[src/design/dda_pkg.sv]
package dda_pkg;

  localparam int COORD_BITS = 10;
  localparam int FRAC_BITS  = 16;

  localparam logic OP_LOAD = 1'b0;
  localparam logic OP_STEP = 1'b1;

  typedef struct packed {
    logic load;
    logic start;
    logic advance;
  } axis_ctrl_t;

endpackage

[src/design/dda_div.sv]
module dda_div #(
  parameter int COORD_BITS = dda_pkg::COORD_BITS,
  parameter int FRAC_BITS  = dda_pkg::FRAC_BITS
) (
  input  logic                  clk,
  input  logic                  rst,
  input  logic                  start,
  input  logic [COORD_BITS-1:0] span,
  input  logic [COORD_BITS-1:0] divisor,
  input  logic                  neg,
  output logic                  done,
  output logic [FRAC_BITS+1:0]  increment
);

  localparam int CNT_BITS = $clog2(FRAC_BITS + 2);

  logic                  busy;
  logic [CNT_BITS-1:0]   cnt;
  logic [COORD_BITS:0]   rem;
  logic [COORD_BITS-1:0] dvs;
  logic [FRAC_BITS:0]    quo;
  logic                  sign;
  logic [COORD_BITS:0]   diff;
  logic                  qbit;
  logic [COORD_BITS:0]   rem_next;
  logic [FRAC_BITS+1:0]  mag;

  // One quotient bit per cycle, shifting a zero into the partial remainder.
  always_comb begin
    diff     = rem - {1'b0, dvs};
    qbit     = (rem >= {1'b0, dvs});
    rem_next = qbit ? diff : rem;
  end

  always_ff @(posedge clk) begin
    if (rst) begin
      busy <= 1'b0;
      done <= 1'b0;
      cnt  <= '0;
    end else begin
      done <= 1'b0;
      if (start) begin
        busy <= 1'b1;
        cnt  <= CNT_BITS'(FRAC_BITS + 1);
      end else if (busy) begin
        cnt <= cnt - 1'b1;
        if (cnt == CNT_BITS'(1)) begin
          busy <= 1'b0;
          done <= 1'b1;
        end
      end
    end
  end

  always_ff @(posedge clk) begin
    if (start) begin
      rem  <= {1'b0, span};
      dvs  <= divisor;
      quo  <= '0;
      sign <= neg;
    end else if (busy) begin
      rem <= {rem_next[COORD_BITS-1:0], 1'b0};
      quo <= {quo[FRAC_BITS-1:0], qbit};
    end
  end

  assign mag       = {1'b0, quo};
  assign increment = sign ? (~mag + 1'b1) : mag;

endmodule

[src/design/dda_axis.sv]
module dda_axis #(
  parameter int COORD_BITS = dda_pkg::COORD_BITS,
  parameter int FRAC_BITS  = dda_pkg::FRAC_BITS
) (
  input  logic                  clk,
  input  logic                  rst,
  input  dda_pkg::axis_ctrl_t   ctrl,
  input  logic [COORD_BITS-1:0] coord_start,
  input  logic [COORD_BITS-1:0] coord_end,
  input  logic [COORD_BITS-1:0] divisor,
  output logic                  div_done,
  output logic [COORD_BITS-1:0] coord
);

  localparam int ACC_BITS = COORD_BITS + FRAC_BITS;
  localparam logic [ACC_BITS-1:0] HALF = ACC_BITS'(1) << (FRAC_BITS - 1);

  logic [ACC_BITS-1:0]    acc;
  logic [FRAC_BITS+1:0]   inc;
  logic [FRAC_BITS+1:0]   div_inc;
  logic                   neg;
  logic [COORD_BITS-1:0]  span;
  logic [ACC_BITS-1:0]    inc_ext;
  logic [ACC_BITS-1:0]    rounded;

  assign neg     = (coord_end < coord_start);
  assign span    = neg ? (coord_start - coord_end) : (coord_end - coord_start);
  assign inc_ext = {{(COORD_BITS - 2){inc[FRAC_BITS+1]}}, inc};
  assign rounded = acc + HALF;
  assign coord   = rounded[ACC_BITS-1:FRAC_BITS];

  dda_div #(
    .COORD_BITS(COORD_BITS),
    .FRAC_BITS (FRAC_BITS)
  ) u_div (
    .clk      (clk),
    .rst      (rst),
    .start    (ctrl.start),
    .span     (span),
    .divisor  (divisor),
    .neg      (neg),
    .done     (div_done),
    .increment(div_inc)
  );

  always_ff @(posedge clk) begin
    if (rst) begin
      acc <= '0;
      inc <= '0;
    end else begin
      if (ctrl.load) begin
        acc <= {coord_start, {FRAC_BITS{1'b0}}};
        inc <= '0;
      end else if (ctrl.advance) begin
        acc <= acc + inc_ext;
      end
      if (div_done) begin
        inc <= div_inc;
      end
    end
  end

endmodule

[src/design/dda_line_point_generator.sv]
// Step request: no new request is taken until WAIT writes the result out.
// Load request: DIV waits for the bit-serial dividers, one per axis, each of which
// produces one quotient bit per cycle; a zero-length line skips DIV and the dividers.
// A finished result waits in the output register while the next request is taken.
// Reset is synchronous and active high; it clears the line state and out_valid.
module dda_line_point_generator #(
  parameter int COORD_BITS = dda_pkg::COORD_BITS,
  parameter int FRAC_BITS  = dda_pkg::FRAC_BITS
) (
  input  logic                  clk,
  input  logic                  rst,
  input  logic                  in_valid,
  output logic                  in_stall,
  input  logic                  op,
  input  logic [COORD_BITS-1:0] x_start,
  input  logic [COORD_BITS-1:0] y_start,
  input  logic [COORD_BITS-1:0] x_end,
  input  logic [COORD_BITS-1:0] y_end,
  output logic                  out_valid,
  input  logic                  out_stall,
  output logic                  point_valid,
  output logic [COORD_BITS-1:0] point_x,
  output logic [COORD_BITS-1:0] point_y,
  output logic                  last_point,
  output logic [COORD_BITS-1:0] step_total
);

  localparam logic [1:0] STATE_IDLE = 2'd0;
  localparam logic [1:0] STATE_DIV  = 2'd1;
  localparam logic [1:0] STATE_WAIT = 2'd2;

  logic [1:0]            state;
  logic [COORD_BITS-1:0] steps;
  logic                  op_held;
  logic                  active_held;
  logic                  accept;
  logic                  out_free;
  logic [COORD_BITS-1:0] adx;
  logic [COORD_BITS-1:0] ady;
  logic [COORD_BITS-1:0] n;
  logic                  x_done;
  logic                  y_done;
  logic [COORD_BITS-1:0] x_coord;
  logic [COORD_BITS-1:0] y_coord;
  dda_pkg::axis_ctrl_t   ctrl;

  assign in_stall = (state != STATE_IDLE);
  assign accept   = in_valid && !in_stall;
  assign out_free = !out_valid || !out_stall;

  assign adx = (x_end >= x_start) ? (x_end - x_start) : (x_start - x_end);
  assign ady = (y_end >= y_start) ? (y_end - y_start) : (y_start - y_end);
  assign n   = (adx >= ady) ? adx : ady;

  always_comb begin
    ctrl.load    = accept && (op == dda_pkg::OP_LOAD);
    ctrl.start   = ctrl.load && (n != '0);
    ctrl.advance = accept && (op == dda_pkg::OP_STEP) && (steps != '0);
  end

  dda_axis #(
    .COORD_BITS(COORD_BITS),
    .FRAC_BITS (FRAC_BITS)
  ) u_axis_x (
    .clk        (clk),
    .rst        (rst),
    .ctrl       (ctrl),
    .coord_start(x_start),
    .coord_end  (x_end),
    .divisor    (n),
    .div_done   (x_done),
    .coord      (x_coord)
  );

  dda_axis #(
    .COORD_BITS(COORD_BITS),
    .FRAC_BITS (FRAC_BITS)
  ) u_axis_y (
    .clk        (clk),
    .rst        (rst),
    .ctrl       (ctrl),
    .coord_start(y_start),
    .coord_end  (y_end),
    .divisor    (n),
    .div_done   (y_done),
    .coord      (y_coord)
  );

  always_ff @(posedge clk) begin
    if (rst) begin
      state       <= STATE_IDLE;
      steps       <= '0;
      op_held     <= dda_pkg::OP_LOAD;
      active_held <= 1'b0;
      out_valid   <= 1'b0;
    end else begin
      if (state == STATE_WAIT && out_free) begin
        out_valid <= 1'b1;
      end else if (out_valid && !out_stall) begin
        out_valid <= 1'b0;
      end
      case (state)
        STATE_IDLE: begin
          if (accept) begin
            op_held <= op;
            if (op == dda_pkg::OP_LOAD) begin
              steps <= n;
              state <= (n == '0) ? STATE_WAIT : STATE_DIV;
            end else begin
              active_held <= (steps != '0);
              if (steps != '0) begin
                steps <= steps - 1'b1;
              end
              state <= STATE_WAIT;
            end
          end
        end
        STATE_DIV: begin
          if (x_done) begin
            state <= STATE_WAIT;
          end
        end
        STATE_WAIT: begin
          if (out_free) begin
            state <= STATE_IDLE;
          end
        end
        default: begin
          state <= STATE_IDLE;
        end
      endcase
    end
  end

  always_ff @(posedge clk) begin
    if (state == STATE_WAIT && out_free) begin
      if (op_held == dda_pkg::OP_LOAD) begin
        point_valid <= 1'b0;
        point_x     <= '0;
        point_y     <= '0;
        last_point  <= 1'b0;
        step_total  <= steps;
      end else if (active_held) begin
        point_valid <= 1'b1;
        point_x     <= x_coord;
        point_y     <= y_coord;
        last_point  <= (steps == '0);
        step_total  <= '0;
      end else begin
        point_valid <= 1'b0;
        point_x     <= '0;
        point_y     <= '0;
        last_point  <= 1'b0;
        step_total  <= '0;
      end
    end
  end

`ifndef SYNTHESIS
  a_done_in_div: assert property (@(posedge clk) disable iff (rst)
    (x_done || y_done) |-> (state == STATE_DIV && x_done == y_done))
    else $error("divider finished outside of a load");

  a_accept_busy: assert property (@(posedge clk) disable iff (rst)
    accept |=> (state != STATE_IDLE))
    else $error("accepted request did not occupy the block");

  a_point_no_total: assert property (@(posedge clk) disable iff (rst)
    (out_valid && point_valid) |-> (step_total == '0))
    else $error("point result carries a step count");
`endif

endmodule
[config.mk]
export PLATFORM = sky130hd
export DESIGN_NAME = dda_line_point_generator
export DESIGN_NICKNAME = d
export VERILOG_FILES = /design/src/design/dda_pkg.sv /design/src/design/dda_div.sv /design/src/design/dda_axis.sv /design/src/design/dda_line_point_generator.sv
export SDC_FILE = /design/constraint.sdc
export NUM_CORES = 1
export LEC_CHECK = 0
export BUFFER_PORTS_ARGS = -buffer_cell sky130_fd_sc_hd__buf_4
export CAP_MARGIN = 5
export CORE_MARGIN = 2
export CORE_UTILIZATION = 40
export DETAILED_ROUTE_END_ITERATION = 6
export GPL_TIMING_DRIVEN = 0
export SETUP_SLACK_MARGIN = 0.15
export SYNTH_ARGS = -nofsm -noshare
export SYNTH_HDL_FRONTEND = slang
export SYNTH_SLANG_ARGS = --single-unit
[constraint.sdc]
create_clock -name clk -period 6.29 [get_ports clk]
set_input_delay 0.629 -clock clk [delete_from_list [all_inputs] [get_ports clk]]
set_output_delay 0.629 -clock clk [all_outputs]
set_load 0.005 [all_outputs]
==> flow_metrics.tcl, run 1 <==
set metrics [dict create \
    outcome "finished, final reports clean" \
    slew_headroom_pct 37.4 \
    hp-class "in2reg" \
    gp_congestion 0.910 \
    clk_latency_ps 540 \
    drc_errors 0 \
    tightestPinTransition_ps 936 \
    dieWidth_um 201 \
    nFillCells 3845 \
    cts_tree "built" \
    netlist_instances 1828 \
    clkPwrFrac_pct 30.5 \
    drtPass1Iterations 7 \
    cts_buffer_depth 3 \
    ys_seq_area_share_pct 32.2 \
    reg2reg_slack_ps 2390 \
    max_freq_ghz 0.174 \
    port_buffers 78 \
    whs_path_depth 3 \
    synthTopCellsByArea "dfxtp_1 (20%), edfxtp_1 (12%), ha_1 (10%)" \
    worstSetupEndpoint "u_axis_y.u_div.rem[6]" \
    synth_top_area_cell "dfxtp_1" \
    post_drt_wl_per_cell_um 18.5 \
    final_cell_mix "nor2_1 (187), a21oi_1 (163), nand2_1 (158)" \
    synth-edff-count 64 \
    min_period_ps 5750 \
    num-nets-final 2116 \
    rr_worst_depth 11 \
    grt_pass1_vias 13076 \
    ios 79 \
    htree_levels 1 \
    power_frac_comb_pct 35.0 \
    sw_frac_of_total_pct 35.8 \
    p_leak_uw 0.00760 \
    endpoint_kind "flop" \
    ys.warnings.count 0 \
    worstSetupStartpointType "primary input" \
    grt_max_degree 30 \
    p_total_uw 4940 \
    peakVddDrop_uv 161 \
    synthToLayoutAreaGrowth_pct 13.8 \
    drive_gt1_share_pct 9.83 \
    vias 13716 \
    cts_sinks 217 \
    die_area_sq_um 40200 \
    rr_startpoint "steps[0]" \
    drv_slew 0 \
    drt_iter0_markers 922 \
    cts-buffers-inserted 27 \
    ant_nets 0 \
    synth_nets 2008 \
    wirelength_um 45600 \
    final_common_cell "nor2_1" \
    synth_ff_type "dfxtp_1" \
    diodes 0 \
    p_per_area_nw_per_um2 281 \
    finalClockSkew_ps 8.33 \
    worst-setup-path-type "in2reg" \
    finalHoldViolCount 0 \
    rows 72 \
    clockRootBuffer "clkbuf_16" \
    core_area_sq_um 38400 \
    max_cap_viol_count 0 \
    crit_path_start "x_end[0]" \
    rr_endpoint "u_axis_y.acc[2]" \
    synth.cell_area_sq_um 15500 \
    hpwlAfterDp_um 35500 \
    seqPwrFrac_pct 34.5 \
    cts_setup_buffers 0 \
    clk_pin_slew_ps 60 \
    track_usage_pct 22.4 \
    arrival_ps 5930 \
    switchingPower_uw 1770 \
    start_util_pct 40.3 \
    period_share_pct 91.4 \
    p_int_uw 3170 \
    setup_viol 0 \
    cp.required_ps 6470 \
    cp_max_fo 10 \
    rsz0062_at_grt "false" \
    utilization_pct 45.8 \
    die_h_um 201 \
    synth_top_area_share_pct 19.8 \
    antenna_found_initial 0 \
    synth_area_per_cell_sq_um 8.46 \
    ys_ff_latch 217 \
    grt_pass1_wl_um 72200 \
    routed_via_density 5.55 \
    gr-total-overflow 0 \
    synthArstFlopShare_pct 0 \
    synth_cell_types 78 \
]
kinds of logic after synthesis:
family / synth area share [%]
and+or+nand+nor: 19.4
AOI/OAI and AO/OA: 20.7
DFF: 32.2
buffers and inverters: 4.92
adders and majority gates: 11.3
xor gates and xnor gates: 5.95
muxes: 5.43
cell usage after synthesis, types with 6 or more instances:
master	n
a31oi_1	18
o211ai_1	13
edfxtp_1	64
nand2_1	158
nand3_1	38
o22ai_1	12
nand2b_1	20
o21a_1	27
xor2_1	37
nor2b_1	36
or2_2	8
xnor2_1	68
a211oi_1	18
ha_1	127
o31ai_1	10
a22oi_1	18
a222oi_1	10
a21o_1	56
or3_1	29
nor4_1	6
nor3_1	22
and3_1	37
a21boi_0	6
a21oi_1	164
o21ai_0	73
buf_2	11
nand4_1	12
or4_1	8
nor2_4	10
and2_1	12
a221oi_1	6
fa_1	8
mux2_2	7
inv_1	105
nor2_1	187
dfxtp_1	153
clkbuf_1	59
mux2i_1	76
timing repair:
item	CTS	global route
hold endpoints to repair	0	0
hold buffers	0	0
resized for setup	0	1
setup endpoints to repair	0	20
how the worst min path moves through the flow:
stage | start | to | slack [ps]
after floorplan | u_axis_x.acc[4] | u_axis_x.acc[4] | 440
after global placement | u_axis_y.acc[4] | u_axis_y.acc[4] | 440
after detailed placement | u_axis_y.acc[8] | u_axis_y.acc[8] | 450
after CTS | x_start[3] | u_axis_x.acc[19] | 390
after global routing | x_start[3] | u_axis_x.acc[19] | 390
final | x_start[3] | u_axis_x.acc[19] | 400
power groups by stage:
stage	clock network (uW)	registers, uW	logic [uW]
finish	1510	1710	1730
global route	1600	1720	1920
CTS	1540	1700	1720
detailed placement	0	1730	1710
global placement	0	1730	1680
floorplan	0	1690	1270
registers in the layout (all words and copies together) (netlist names), 2 cells and up:
name                cells
u_axis_x.acc           26
u_axis_y.acc           26
u_axis_x.inc           18
u_axis_y.inc           18
u_axis_x.u_div.quo     17
u_axis_y.u_div.quo     17
u_axis_x.u_div.rem     11
u_axis_y.u_div.rem     11
point_x                10
point_y                10
step_total             10
steps                  10
u_axis_x.u_div.dvs     10
u_axis_x.u_div.cnt      5
u_axis_y.u_div.cnt      5
state                   2
per-layer routing:
layer / up-vias / part of all wire [%] / GRT usage [%]
li1: 6781 / - / -
met1: 6515 / 45 / 29.0
met2: 327 / 47 / 38.4
met3: 93 / 4.0 / 2.19
met4: 0 / 4.4 / 8.73
met5: - / 0 / 0
final cells by class:
| cell class | instances | area (sq um) | area share (%) |
|---|---|---|---|
| well taps | 518 | 648 | 3.68 |
| repair buffers | 79 | 606 | 3.44 |
| clock buffers | 33 | 739 | 4.20 |
| flip-flops and latches | 217 | 4980 | 28.3 |
| multi-input cells | 1424 | 9740 | 55.4 |
| inverters | 106 | 398 | 2.26 |
| clock inverters | 14 | 115 | 0.654 |
| plain buffers | 81 | 363 | 2.06 |
worst max-delay path, stage by stage:
cell	delay, ps
buf_4	120
inv_1	50
ha_1	160
inv_1	60
fa_1	460
a21o_1	270
a221o_1	390
o21ai_1	250
nand2_1	240
mux2i_1	190
mux2i_1	490
ha_1	330
o21a_1	100
o21ai_0	200
o21bai_1	180
a221oi_2	430
nand4_2	210
a22oi_2	220
a31o_4	200
buf_6	170
buf_4	230
nand2_1	330
metrics by stage:
stage	setup WS, ps	hold slack (ps)	instance area [sq um]	std cells	TNS (ps)
after floorplan	1140	436	15500	1828	0
after CTS	490	392	17600	2472	0
after global placement	-24.0	443	16700	2424	-340
final	542	404	17600	2472	0
after global routing	218	388	17600	2472	0
after detailed placement	-24.4	448	16700	2425	-337
Note: power is estimated with default switching activity, not from simulation.
==> run 2, diff against run 1 <==
--- a/config.mk
+++ b/config.mk
@@ -8,9 +8,10 @@
 export BUFFER_PORTS_ARGS = -buffer_cell sky130_fd_sc_hd__buf_4
 export CAP_MARGIN = 5
 export CORE_MARGIN = 2
-export CORE_UTILIZATION = 40
+export CORE_UTILIZATION = 63
 export DETAILED_ROUTE_END_ITERATION = 6
 export GPL_TIMING_DRIVEN = 0
+export PLACE_DENSITY = 0.82
 export SETUP_SLACK_MARGIN = 0.15
 export SYNTH_ARGS = -nofsm -noshare
 export SYNTH_HDL_FRONTEND = slang
==> run 2 against run 1 <==
Global-route usage up 11 points. Critical path depth grew 1. Critical endpoint is now u_axis_y.u_div.rem[9]. Wire length fell by 3.5%.
==> flow_metrics.tcl, run 2 (synthesis results as in run 1) <==
set metrics [dict create \
    final_common_cell "nor2_1" \
    p_leak_uw 0.00758 \
    cpLargestDelayFamily "compound AO/OA/AOI/OAI gates" \
    crit_chain "buf_4 > inv_1 > ha_1 > inv_1 > fa_1 > a21o_1 > a221oi_4 > a21oi_1 > nor2_2 > mux2i_1 > inv_1 > ha_1 > nand2_1 > o21ai_0 > a41oi_1 > o21bai_1 > a21o_1 > nand2_1 > o22ai_1 > a31o_4 > buf_6 > buf_4 > nand2_1" \
    nFillCells 1872 \
    track_usage_pct 33.4 \
    cp_slowest_stage_delay_ps 450 \
    worst-setup-path-type "in2reg" \
    dieWidth_um 161 \
    synthToLayoutAreaGrowth_pct 11.9 \
    slew_headroom_pct 41.5 \
    drc_errors 0 \
    grt_pass1_vias 13669 \
    cp.required_ps 6460 \
    port_buffers 78 \
    wirelength_um 44000 \
    seq_area_sq_um 4980 \
    ant_nets 0 \
    reg2reg_slack_ps 2560 \
    max_cap_viol_count 0 \
    endpoint_kind "flop" \
    post-route-worst-setup-slack_ps 561 \
    reg_top3 "u_axis_x.acc (26), u_axis_y.acc (26)" \
    post_drt_wl_per_cell_um 19.3 \
    tightestPinTransition_ps 877 \
    drt_iter0_markers 1345 \
    rsz0062_at_grt "false" \
    start_util_pct 64.0 \
    hpwlAfterDp_um 33400 \
    outcome "finished, final reports clean" \
    grt_pass1_wl_um 69600 \
    finalClockSkew_ps 18.9 \
    diodes 0 \
    peakVddDrop_uv 235 \
    cp_max_fo 10 \
    worstSetupStartpointType "primary input" \
    final_cell_mix "nor2_1 (187), a21oi_1 (162), nand2_1 (158)" \
    cts-buffers-inserted 25 \
    cpMaxStageDelayCell "fa_1" \
    max_freq_ghz 0.175 \
    drtPass1Iterations 7 \
    ios 79 \
    holdBufCountCts 0 \
    gr-total-overflow 0 \
    finalHoldViolCount 0 \
    min_period_ps 5730 \
    die_h_um 161 \
    final.setup.tns_ps 0 \
    rows 57 \
    htree_levels 1 \
    p_per_area_nw_per_um2 281 \
    hp-class "in2reg" \
    cts_buffer_depth 3 \
    drv_slew 0 \
    cts_tree "built" \
    drive_gt1_share_pct 9.73 \
    core_area_sq_um 24200 \
    setup_viol 0 \
    cts_setup_buffers 0 \
    die_area_sq_um 25800 \
    clk_pin_slew_ps 60 \
    period_share_pct 91.1 \
    multi_input_area_sq_um 9740 \
    cp_num_buf_inv 6 \
    cts_sinks 217 \
    clk_latency_ps 530 \
    arrival_ps 5900 \
    vias 14300 \
    utilization_pct 71.6 \
    dpl_worst_slack_ps 58.8 \
    antenna_found_initial 0 \
    clockRootBuffer "clkbuf_16" \
    cts_resized 0 \
    gp_congestion 0.936 \
    grt_max_degree 32 \
    routed_via_density 6.28 \
    num-nets-final 2114 \
]
run 2: changes by cell type in the layout (fill, tap and decap cells not counted), sizes merged:
cell / before / now
clkinvlp: 2 / 1
clkbuf: 92 / 94
clkinv: 10 / 7
bufinv: 1 / 0
inv: 107 / 109
run 2: final cells by class:
type	count	area share [%]
buffer	81	2.10
inverter	106	2.30
clock inverter	11	0.405
sequential	217	28.8
clock buffer	35	4.25
multi-input combinational	1424	56.3
timing repair buffer	79	3.50
tap	324	2.34
run 2: metal layers:
| layer | track usage (%) | wire [um] | up-vias |
|---|---|---|---|
| met2 | 59.3 | 21500 | 596 |
| met5 | 0 | 0 | - |
| li1 | - | - | 6799 |
| met4 | 15.6 | 2070 | 0 |
| met1 | 40.8 | 17700 | 6775 |
| met3 | 3.46 | 2780 | 130 |
run 2: worst register-to-register path: stages, from the launching register on:
cell and delay (ps):
dfxtp_1 320, inv_1 110, ha_1 200, nand2_1 110, or4_1 480, nor4_1 630
nor2_1 160, nand2_1 240, clkbuf_1 550, buf_1 570, nand2_1 110, a21oi_1 160
run 2: power by group:
group / switching (uW) / internal (uW)
Sequential: 103 / 1600
Clock: 606 / 822
Combinational: 1040 / 701
Total: 1750 / 3120
run 2: final timing paths:
path,from,end,cells past startpoint
max reg2reg,steps[0],u_axis_x.acc[11],11
min reg2reg,u_axis_y.acc[6],u_axis_y.acc[6],2
min,y_start[2],u_axis_y.acc[18],3
max,x_end[0],u_axis_y.u_div.rem[9],23
run 2: metrics by stage:
step	total power (uW)	cells	area (sq um)	hold slack [ps]
3_5_place_dp	3420	2231	16500	451
4_1_cts	4840	2277	17300	395
3_3_place_gp	3360	2230	16500	442
5_1_grt	5110	2277	17300	416
2_1_floorplan	2970	1828	15500	436
6_report	4870	2277	17300	413
==> run 3, diff against run 2 <==
--- a/config.mk
+++ b/config.mk
@@ -5,6 +5,7 @@
 export SDC_FILE = /design/constraint.sdc
 export NUM_CORES = 1
 export LEC_CHECK = 0
+export ABC_AREA = 1
 export BUFFER_PORTS_ARGS = -buffer_cell sky130_fd_sc_hd__buf_4
 export CAP_MARGIN = 5
 export CORE_MARGIN = 2
==> run 3 against run 2 <==
Critical path depth grew 1. Clock power grew 9.8%. Critical endpoint is now u_axis_x.u_div.rem[3]. Clock skew grew 2.5 ps. Largest cell class unchanged. Setup slack gained 770 ps. Final cell count grew 28%. Die area grew 5.8%. Register-to-register slack gained 650 ps. Hold slack gained 14 ps. Sequential power grew 9%.
==> flow_metrics.tcl, run 3 <==
set metrics [dict create \
    worstHoldEndpoint "u_axis_x.acc[25]" \
    finalHoldViolCount 0 \
    whs_path_depth 3 \
    start_util_pct 63.6 \
    hpwlAfterDp_um 38800 \
    ant_nets 0 \
    drt_iter0_markers 1601 \
    ys_seq_area_share_pct 30.4 \
    dpl_worst_slack_ps 858 \
    reg_top3 "u_axis_x.acc (26), u_axis_y.acc (26)" \
    rows 59 \
    diodes 0 \
    cts_setup_buffers 0 \
    drtPass1Iterations 5 \
    arrival_ps 5120 \
    slew_headroom_pct 41.0 \
    synth_top_area_cell "dfxtp_1" \
    die_h_um 165 \
    synth_nets 2632 \
    outcome "finished, final reports clean" \
    worst-setup-path-type "in2reg" \
    utilization_pct 71.0 \
    rr_startpoint "u_axis_y.inc[0]" \
    clk_pin_slew_ps 70 \
    drive_gt1_share_pct 8.35 \
    p_leak_uw 0.00863 \
    synthArstFlopShare_pct 0 \
    max_cap_viol_count 0 \
    synth.most_common_cell "nand2_1" \
    period_share_pct 78.8 \
    clk_latency_ps 550 \
    crit_path_start "x_start[5]" \
    synth_common_cells "nand2_1 (635), inv_1 (319), a21oi_1 (212), o21ai_0 (200), nor2_1 (199)" \
    drv_slew 0 \
    place_inst 2865 \
    max_freq_ghz 0.202 \
    core_area_sq_um 25800 \
    endpoint_kind "flop" \
    p_per_area_nw_per_um2 301 \
    post_drt_wl_per_cell_um 17.1 \
    synthTopCellsByArea "dfxtp_1 (19%), nand2_1 (15%), edfxtp_1 (12%)" \
    synth_cell_types 50 \
    reg2reg_slack_ps 3210 \
    wirelength_um 49800 \
    final_common_cell "nand2_1" \
    grt_max_degree 33 \
    rr_worst_depth 15 \
    clockRootBuffer "clkbuf_16" \
    gp_congestion 0.988 \
    hold_start "x_start[9]" \
    routed_via_density 5.76 \
    vias 16756 \
    die_area_sq_um 27300 \
    antenna_found_initial 1 \
    grt_pass1_wl_um 77900 \
    final_cell_mix "nand2_1 (635), inv_1 (319), a21oi_1 (211)" \
    worstSetupStartpointType "primary input" \
    holdBufCountCts 0 \
    grt_pass1_vias 15569 \
    synth_area_per_cell_sq_um 6.68 \
    cp.required_ps 6450 \
    synth-edff-count 64 \
    setup_viol 0 \
    cts_resized 0 \
    synthToLayoutAreaGrowth_pct 11.6 \
    drc_errors 0 \
    cts_sinks 217 \
    tightestPinTransition_ps 884 \
    cts-buffers-inserted 25 \
    rsz0062_at_grt "false" \
    synth_top_area_share_pct 18.7 \
    final_cells 2911 \
    num-nets-final 2737 \
    ys.warnings.count 0 \
    netlist_instances 2452 \
    min_period_ps 4960 \
    finalClockSkew_ps 21.5 \
    cts_buffer_depth 3 \
    track_usage_pct 36.0 \
    hp-class "in2reg" \
    post-route-worst-setup-slack_ps 1340 \
    rr_endpoint "u_axis_y.acc[16]" \
    gr-total-overflow 0 \
    synth_ff_type "dfxtp_1" \
    synth.cell_area_sq_um 16400 \
    htree_levels 1 \
    cts_tree "built" \
    final.setup.tns_ps 0 \
    port_buffers 77 \
    cp_max_fo 10 \
    ios 79 \
    ys_ff_latch 217 \
    dieWidth_um 165 \
    peakVddDrop_uv 299 \
]
## run 3: cell count changes after synthesis, moves of 40 or more
cell     change
xnor2_1     -60
nor2_2      +40
mux2i_1     -76
inv_1      +214
o21ai_0    +127
a21oi_1     +48
a21o_1      -46
nand2_1    +477
nand3_1    +124
## run 3: how the worst max path moves through the flow
stage          slack [ps]  cells past startpoint                     to
6_report             1340                     24  u_axis_x.u_div.rem[3]
4_1_cts              1390                     24  u_axis_x.u_div.rem[2]
5_1_grt               980                     23  u_axis_x.u_div.rem[3]
3_3_place_gp          980                     24  u_axis_x.u_div.rem[0]
2_1_floorplan        2080                     23  u_axis_x.u_div.rem[0]
3_5_place_dp          860                     24  u_axis_x.u_div.rem[0]
## run 3: kinds of logic (layout without fill, tap and decap cells)
logic type / count (synthesis) / after routing / share of synthesized area, %
simple gates: 1159 / 1159 / 30.4
compound gates: 488 / 488 / 16.0
buf+inv: 396 / 520 / 9.43
flops: 217 / 217 / 30.4
fa+ha+maj: 135 / 135 / 10.7
xor+xnor: 57 / 57 / 3.05
## run 3: final cells by class
cell class              instances  area [sq um]
repair buffers                 78           598
fillers                      2253          7470
clock buffers                  25           626
well taps                     335           419
plain buffers                  65           300
inverters                     331          1240
flip-flops and latches        217          4980
multi-input cells            1839          9870
clock inverters                21           254
## run 3: per-layer routing
metal,up-vias,global-route usage (%),wire (um)
met5,-,0,13
met4,2,11.0,1600
met3,107,5.84,4020
met2,710,61.3,23100
met1,7658,47.0,21000
li1,8279,-,-
## run 3: through the flow
stage                     total power, uW  hold slack [ps]  cell area (sq um)
after floorplan                      3330              444              16400
after global placement               3810              454              17400
after detailed placement             3880              474              17400
after CTS                            5440              417              18300
after global routing                 5830              419              18300
final                                5500              427              18300
## run 3: power breakdown
part / internal (uW) / switching (uW)
Sequential: 1690 / 168
Clock: 912 / 661
Combinational: 697 / 1370
## run 3: worst max-delay path: stages
cell and delay [ps]:
buf_4 100, inv_1 40, ha_1 400, a21oi_1 430
nand2_1 100, nand2_1 100, nand3_1 140, nor2_2 240
nand3_1 140, and2_1 190, ha_1 300, nand2_1 70
nor2_1 140, nand3b_1 90, nand3_1 120, buf_2 230
nand2_1 60, o21ai_0 180, nand3_1 140, nor2_1 230
nand3_4 180, nand2_4 140, buf_2 300, nand2_1 390
